File: config.mk
export PLATFORM = sky130hd
export DESIGN_NAME = utf16_to_utf8_length_counter
export DESIGN_NICKNAME = d
export VERILOG_FILES = /design/src/rtl/core/u16l_pkg.sv /design/src/rtl/core/u16l_lane.sv /design/src/rtl/core/u16l_merge.sv /design/src/rtl/core/utf16_to_utf8_length_counter.sv
export SDC_FILE = /design/constraint.sdc
export NUM_CORES = 1
export LEC_CHECK = 0
export ABC_AREA = 1
export BUFFER_PORTS_ARGS = -buffer_cell sky130_fd_sc_hd__clkbuf_2
export CAP_MARGIN = 20
export CORE_UTILIZATION = 57
export CTS_CLUSTER_SIZE = 12
export DETAILED_ROUTE_END_ITERATION = 8
export HOLD_SLACK_MARGIN = 0.1
export PLACE_DENSITY_LB_ADDON = 0.15
export SLEW_MARGIN = 40
export SYNTH_ARGS = -nofsm -noshare
export SYNTH_HDL_FRONTEND = slang
export SYNTH_HIERARCHICAL = 1
export SYNTH_SLANG_ARGS = --single-unit
File: constraint.sdc
create_clock -name clk_i -period 8 [get_ports clk_i]
set_clock_uncertainty 0.2 [all_clocks]
set_input_delay 2.4 -clock clk_i [delete_from_list [all_inputs] [get_ports clk_i]]
set_output_delay 2.4 -clock clk_i [all_outputs]
set_load 0.005 [all_outputs]
File: src/rtl/core/u16l_pkg.sv
// Shared types and constants of the UTF-16 to UTF-8 length counter
`timescale 1ns / 1ps
`default_nettype none

package u16l_pkg;

  // Geometry
  localparam int LANES     = 4;
  localparam int UNIT_W    = 16;
  localparam int VCNT_W    = 3;
  localparam int COUNT_W   = 34;
  localparam int ADD_W     = 2;
  localparam int SUM_W     = $clog2(3 * LANES + 1);
  localparam int CFG_IDX_W = 2;

  localparam logic [COUNT_W-1:0] COUNT_MAX = {COUNT_W{1'b1}};

  // Configuration register indices
  localparam logic [CFG_IDX_W-1:0] REG_SWAP_BYTES       = CFG_IDX_W'(0);
  localparam logic [CFG_IDX_W-1:0] REG_REPLACEMENT_MODE = CFG_IDX_W'(1);

  // Code unit classification masks
  localparam logic [UNIT_W-1:0] MASK_ASCII  = 16'hff80;
  localparam logic [UNIT_W-1:0] MASK_TWO    = 16'hf800;
  localparam logic [UNIT_W-1:0] MASK_PAIR   = 16'hfc00;
  localparam logic [UNIT_W-1:0] SURR_BASE   = 16'hd800;
  localparam logic [UNIT_W-1:0] LOW_BASE    = 16'hdc00;

  // Input transaction
  typedef struct packed {
    logic [UNIT_W-1:0] unit_lane0;
    logic [UNIT_W-1:0] unit_lane1;
    logic [UNIT_W-1:0] unit_lane2;
    logic [UNIT_W-1:0] unit_lane3;
    logic [VCNT_W-1:0] valid_units;
    logic              message_end;
  } in_item_t;

  // Output transaction
  typedef struct packed {
    logic [COUNT_W-1:0] utf8_bytes;
    logic               saturated;
  } out_item_t;

  // Per-lane finding handed to the merge stage
  typedef struct packed {
    logic [ADD_W-1:0] add;
    logic             is_high;
  } lane_res_t;

endpackage

`default_nettype wire

File: src/rtl/core/u16l_lane.sv
// One lane: classifies a UTF-16 code unit into its UTF-8 byte cost
`timescale 1ns / 1ps
`default_nettype none

module u16l_lane (
  input  wire logic [u16l_pkg::UNIT_W-1:0] unit_i,
  input  wire logic                        swap_i,
  input  wire logic                        repl_i,
  input  wire logic                        prev_high_i,
  output u16l_pkg::lane_res_t              res_o
);

  logic [u16l_pkg::UNIT_W-1:0] u;
  logic                        is_surr;
  logic                        is_low;

  // Optional byte swap ahead of classification
  assign u = swap_i ? {unit_i[7:0], unit_i[15:8]} : unit_i;

  assign is_surr = (u & u16l_pkg::MASK_TWO) == u16l_pkg::SURR_BASE;
  assign is_low  = (u & u16l_pkg::MASK_PAIR) == u16l_pkg::LOW_BASE;

  // Byte cost; in replacement mode a low surrogate completing a pair nets one byte
  always_comb begin
    if ((u & u16l_pkg::MASK_ASCII) == '0) begin
      res_o.add = 2'd1;
    end else if ((u & u16l_pkg::MASK_TWO) == '0) begin
      res_o.add = 2'd2;
    end else if (is_surr && !repl_i) begin
      res_o.add = 2'd2;
    end else if (is_surr && prev_high_i && is_low) begin
      res_o.add = 2'd1;
    end else begin
      res_o.add = 2'd3;
    end
    res_o.is_high = (u & u16l_pkg::MASK_PAIR) == u16l_pkg::SURR_BASE;
  end

endmodule

`default_nettype wire

File: src/rtl/core/u16l_merge.sv
// Merge stage: sums the lane costs into the saturating running count
`timescale 1ns / 1ps
`default_nettype none

module u16l_merge (
  input  wire logic                                      clk_i,
  input  wire logic                                      rst_ni,
  input  wire logic                                      accept_i,
  input  wire logic                                      msg_end_i,
  input  wire logic [u16l_pkg::VCNT_W-1:0]               valid_units_i,
  input  u16l_pkg::lane_res_t [u16l_pkg::LANES-1:0]      lanes_i,
  output logic                                           prev_high_o,
  output u16l_pkg::out_item_t                            res_o
);

  logic [u16l_pkg::COUNT_W-1:0] running_q, running_d;
  logic                         prev_high_q, prev_high_d;
  logic                         sat_q, sat_d;

  logic [u16l_pkg::VCNT_W-1:0]  vcnt;
  logic [u16l_pkg::SUM_W-1:0]   sum;
  logic                         last_high;
  logic [u16l_pkg::COUNT_W:0]   total;
  logic                         sat_hit;

  // Clamp the unit count to the lane count
  assign vcnt = (valid_units_i > u16l_pkg::VCNT_W'(u16l_pkg::LANES)) ?
                u16l_pkg::VCNT_W'(u16l_pkg::LANES) : valid_units_i;

  // Add the costs of the live lanes, pick the last live lane's high flag
  always_comb begin
    sum       = '0;
    last_high = prev_high_q;
    for (int i = 0; i < u16l_pkg::LANES; i++) begin
      if (u16l_pkg::VCNT_W'(i) < vcnt) begin
        sum = sum + u16l_pkg::SUM_W'(lanes_i[i].add);
      end
      if (vcnt == u16l_pkg::VCNT_W'(i + 1)) begin
        last_high = lanes_i[i].is_high;
      end
    end
  end

  // Saturating update; reaching the maximum sets the flag
  assign total   = {1'b0, running_q} + (u16l_pkg::COUNT_W + 1)'(sum);
  assign sat_hit = (vcnt != '0) && (total >= {1'b0, u16l_pkg::COUNT_MAX});

  always_comb begin
    res_o.utf8_bytes = running_q;
    if (sat_hit) begin
      res_o.utf8_bytes = u16l_pkg::COUNT_MAX;
    end else if (vcnt != '0) begin
      res_o.utf8_bytes = total[u16l_pkg::COUNT_W-1:0];
    end
    res_o.saturated = sat_q | sat_hit;
  end

  // Next state: cleared at the end of a message
  always_comb begin
    running_d   = running_q;
    prev_high_d = prev_high_q;
    sat_d       = sat_q;
    if (accept_i) begin
      if (msg_end_i) begin
        running_d   = '0;
        prev_high_d = 1'b0;
        sat_d       = 1'b0;
      end else begin
        running_d   = res_o.utf8_bytes;
        prev_high_d = last_high;
        sat_d       = res_o.saturated;
      end
    end
  end

  always_ff @(posedge clk_i or negedge rst_ni) begin
    if (!rst_ni) begin
      running_q   <= '0;
      prev_high_q <= 1'b0;
      sat_q       <= 1'b0;
    end else begin
      running_q   <= running_d;
      prev_high_q <= prev_high_d;
      sat_q       <= sat_d;
    end
  end

  assign prev_high_o = prev_high_q;

endmodule

`default_nettype wire

File: src/rtl/core/utf16_to_utf8_length_counter.sv
// UTF-16 to UTF-8 length counter: top level
//
// Usage:
//   The input channel (in_valid_i / in_stall_o / in_data_i) takes one
//   transaction of up to four UTF-16 code units a cycle, with a count of
//   live lanes and a message end flag. Four lanes classify the units side
//   by side and a merge stage adds their costs into a saturating 34-bit
//   running count in the same cycle.
//   The transaction that ends a message produces one output transaction
//   (out_valid_o / out_stall_i / out_data_o) with the total and the
//   saturation flag, in the cycle after it is taken; others produce nothing.
//   Throughput is one transaction per cycle, set by the count update loop
//   in the merge stage, while no message end is stalled.
//   While a result waits under out_stall_i, transactions that do not end a
//   message are still taken; one that ends a message is stalled.
//   The configuration channel (cfg_valid_i / cfg_ready_o) is always ready;
//   write it only while the block is idle.
//   Reset clears the count, the pair tracking and the output valid flag,
//   and sets byte swapping off and replacement mode on.
`timescale 1ns / 1ps
`default_nettype none

module utf16_to_utf8_length_counter (
  input  wire logic                               clk_i,
  input  wire logic                               rst_ni,
  input  wire logic                               in_valid_i,
  output logic                                    in_stall_o,
  input  u16l_pkg::in_item_t                      in_data_i,
  output logic                                    out_valid_o,
  input  wire logic                               out_stall_i,
  output u16l_pkg::out_item_t                     out_data_o,
  input  wire logic                               cfg_valid_i,
  output logic                                    cfg_ready_o,
  input  wire logic [u16l_pkg::CFG_IDX_W-1:0]     cfg_index_i,
  input  wire logic                               cfg_data_i
);

  logic                                      swap_q, repl_q;
  logic                                      out_valid_q;
  u16l_pkg::out_item_t                       out_data_q;
  logic                                      accept;
  logic                                      prev_high;
  logic [u16l_pkg::UNIT_W-1:0]               units [u16l_pkg::LANES];
  logic [u16l_pkg::LANES-1:0]                lane_prev;
  u16l_pkg::lane_res_t [u16l_pkg::LANES-1:0] lanes;
  u16l_pkg::out_item_t                       res;

  // Configuration registers
  assign cfg_ready_o = 1'b1;

  always_ff @(posedge clk_i or negedge rst_ni) begin
    if (!rst_ni) begin
      swap_q <= 1'b0;
      repl_q <= 1'b1;
    end else if (cfg_valid_i) begin
      if (cfg_index_i == u16l_pkg::REG_SWAP_BYTES) begin
        swap_q <= cfg_data_i;
      end else if (cfg_index_i == u16l_pkg::REG_REPLACEMENT_MODE) begin
        repl_q <= cfg_data_i;
      end
    end
  end

  // Only a message end needs room in the output register
  assign in_stall_o = out_valid_q && out_stall_i && in_data_i.message_end;
  assign accept     = in_valid_i && !in_stall_o;

  assign units[0] = in_data_i.unit_lane0;
  assign units[1] = in_data_i.unit_lane1;
  assign units[2] = in_data_i.unit_lane2;
  assign units[3] = in_data_i.unit_lane3;

  // Lanes; each sees whether its predecessor was a high surrogate
  for (genvar g = 0; g < u16l_pkg::LANES; g++) begin : g_lane
    if (g == 0) begin : g_first
      assign lane_prev[g] = prev_high;
    end else begin : g_rest
      assign lane_prev[g] = lanes[g-1].is_high;
    end

    u16l_lane u_lane (
      .unit_i      (units[g]),
      .swap_i      (swap_q),
      .repl_i      (repl_q),
      .prev_high_i (lane_prev[g]),
      .res_o       (lanes[g])
    );
  end

  u16l_merge u_merge (
    .clk_i         (clk_i),
    .rst_ni        (rst_ni),
    .accept_i      (accept),
    .msg_end_i     (in_data_i.message_end),
    .valid_units_i (in_data_i.valid_units),
    .lanes_i       (lanes),
    .prev_high_o   (prev_high),
    .res_o         (res)
  );

  // Output register
  always_ff @(posedge clk_i or negedge rst_ni) begin
    if (!rst_ni) begin
      out_valid_q <= 1'b0;
    end else if (accept && in_data_i.message_end) begin
      out_valid_q <= 1'b1;
    end else if (!out_stall_i) begin
      out_valid_q <= 1'b0;
    end
  end

  always_ff @(posedge clk_i) begin
    if (accept && in_data_i.message_end) begin
      out_data_q <= res;
    end
  end

  assign out_valid_o = out_valid_q;
  assign out_data_o  = out_data_q;

endmodule

`default_nettype wire

==> flow_summary.toml <==
[run_status]
outcome = "completed"

[worst_setup_path]
reg2reg_slack_ns = 1.52
startpoint_type = "input port"
path_class = "in2reg"
path_delay_family = "simple AND/OR/NAND/NOR gates"
slowest_delay_ns = 0.53
r2r-end = "u_merge/running_q[11]$_DFFE_PN0P_"
rr_startpoint = "swap_q$_DFFE_PN0P_"
path_max_fanout = 8
worstSetupEndpointType = "flip-flop"
crit_path_top_delay_cell = "fa_1"
critPathArrivalTime_ns = 7.80
r2r_cells = 40
required_ns = 8.11
path_buf_inv = 10
path_depth = 43
cpMostUsedCell = "nand2_2"

[placement]
placed_area_sq_um = 7160
dp_hpwl_microns = 11900
place.gp.congestion = 0.983
port_buffers = 112

[sta]
relSlewSlack = 0.448
period_needed_ns = 7.70
setup_viol = 0
finalHoldViolCount = 0
whs_ns = 0.298
max_freq_mhz = 130
period_share = 0.962
slew_violations = 0
worst_slew_pin_slew_ns = 0.827

[cts]
clock_sinks = 74
root_buffer = "clkbuf_8"
holdBufCountCts = 0
htreeDepth = 3
numCtsBuffers = 9
cts_tree = "done"
clkTransAtPathRegs_ns = 0.08
cts_buffer_depth = 2
clkLatencyLatePin_ns = 0.38

[power]
ir_worst_vdd_mv = 0.143
total_power_mw = 1.29
p_leak_nw = 3.95
power.density_nw_per_um2 = 170

[layout]
final_common_cell = "nand2_1"
antenna_cells = 0
area_growth_pct = 24.6
final_cell_mix = "nand2_1 (331), clkbuf_2 (111), inv_1 (104)"
fin_util = 0.733
nFillCells = 881
final_area_sq_um = 7600
drive_gt1_frac = 0.298
nets = 1157

[synthesis]
ys_seq_area_frac = 0.332
yosysWarnings = 6
synth_nets = 993
synthDistinctLibCells = 45
syn_inst = 903
synth.avg_cell_area_sq_um = 6.76
yosys_register_bits = 74
syn_area_sq_um = 6100

[global_route]
track_usage = 0.298
grt_pass1_wl_microns = 26400
grt_overflow = 0
grt_max_degree = 47
grt_pass1_vias = 5806
antenna_found_initial = 0

[job]
maxCapViolations = 0

[floorplanning]
die-height_microns = 105
row_count = 37
start_util = 0.588
io_pins = 114
die_area_sq_um = 11100
core_sq_um = 10400
die_x_microns = 105

[min_path]
whs_path_depth = 2
holdCritStartpoint = "u_merge/prev_high_o$_DFFE_PN0P_"
hold_path_end = "u_merge/prev_high_o$_DFFE_PN0P_"
hold_path_class = "reg2reg"

[drt]
routedWlPerCell_microns = 13.3
drt_iter0_markers = 351
drc = 0
drtPass1Iterations = 5
ant_nets = 0
wl_met1_microns = 7260
drt-total-wl_microns = 16000
routed.top_layer = "met4"
via_per_inst = 5.16
route.met2.wl_microns = 7660
vias = 6232
wl_met3_microns = 864
-- through the flow --
stage / cells / setup WS (ns) / setup TNS, ns
final: 1208 / 0.304 / 0
after global routing: 1208 / -0.0583 / -0.483
after CTS: 1203 / 0.0106 / 0
after detailed placement: 1187 / -0.333 / -18.49
after global placement: 1186 / -0.282 / -14.50
after floorplan: 903 / 0.189 / 0
-- worst register-to-register path: cells and delay by family, from the launching register on --
kind / cells / cell delay (ns)
flip-flops: 1 / 0.55
AND/OR/NAND/NOR: 22 / 2.06
adder cells (fa/ha/maj): 5 / 1.82
AO/OA/AOI/OAI: 3 / 0.28
buffers and inverters: 9 / 1.35
XOR/XNOR: 1 / 0.13
-- sequential cells by signal, indices dropped and copies added, names as in the netlist --
signal,flops
out_valid_o,1
out_data_o,35
u_merge/prev_high_o,1
u_merge/running_q,34
repl_q,1
u_merge/sat_q,1
swap_q,1
-- cell type report --
class | count | area, sq um | area share
clock buffer | 9 | 124 | 0.0163
clock inverter | 7 | 76.3 | 0.0100
inverter | 115 | 432 | 0.0568
multi-input combinational | 695 | 3700 | 0.486
sequential | 74 | 2030 | 0.267
tap | 136 | 170 | 0.0224
timing repair buffer | 172 | 1070 | 0.141
-- synthesized netlist by cell type, drive strengths merged --
| library cell | number | area, sq um |
|---|---|---|
| nand2 | 398 | 1770 |
| inv | 114 | 428 |
| nor2 | 97 | 432 |
| nand3 | 66 | 368 |
| o21ai | 59 | 310 |
| dfrtp | 38 | 951 |
| edfxtp | 35 | 1050 |
| nor3 | 12 | 65.1 |
| a21oi | 11 | 58.8 |
| buf | 11 | 128 |
| ha | 10 | 125 |
| clkbuf | 9 | 33.8 |
| nand4 | 6 | 37.5 |
| xor2 | 5 | 43.8 |
| and2 | 4 | 25.0 |
| fa | 4 | 80.1 |
| nand3b | 4 | 30.0 |
| o21a | 4 | 30.0 |
| xnor2 | 3 | 26.3 |
| a31oi | 2 | 12.5 |
| mux2i | 2 | 20.0 |
| or2 | 2 | 12.5 |
| a21boi | 1 | 7.51 |
| and3 | 1 | 6.26 |
| clkinv | 1 | 3.75 |
| conb | 1 | 3.75 |
| dfstp | 1 | 26.3 |
| o2111ai | 1 | 8.76 |
| o21bai | 1 | 7.51 |
-- cell families after synthesis --
logic type | Yosys count | share of synthesized area
other | 1 | 0.000615
adders and majority gates | 14 | 0.0336
muxes | 2 | 0.00328
and+or+nand+nor | 590 | 0.450
buffers and inverters | 135 | 0.0972
AOI/OAI and AO/OA | 79 | 0.0714
DFF | 74 | 0.332
xor gates and xnor gates | 8 | 0.0115
-- report_power, final --
group          switching, mW  internal (mW)
combinational          0.291          0.210
clock                  0.160          0.146
sequential            0.0394          0.443
-- what timing repair did --
item	CTS	global route
resized for setup	0	54
setup buffers	0	4
setup endpoints to repair	0	70
-- how the worst max path moves through the flow --
stage | start | endpoint
after detailed placement | in_data_i[55] | u_merge/running_q[5]$_DFFE_PN0P_
after floorplan | in_data_i[2] | out_data_o[0]$_DFFE_PP_
final | in_data_i[65] | u_merge/running_q[11]$_DFFE_PN0P_
after global placement | in_data_i[56] | u_merge/running_q[32]$_DFFE_PN0P_
after CTS | in_data_i[55] | u_merge/running_q[5]$_DFFE_PN0P_
after global routing | in_data_i[65] | u_merge/running_q[11]$_DFFE_PN0P_
-- metal layers --
layer	vias up	track usage
li1	3152	-
met3	26	0.0470
met2	192	0.501
met5	-	0
met1	2862	0.400
met4	0	0.0744
Power figures use the tool's default switching activity.
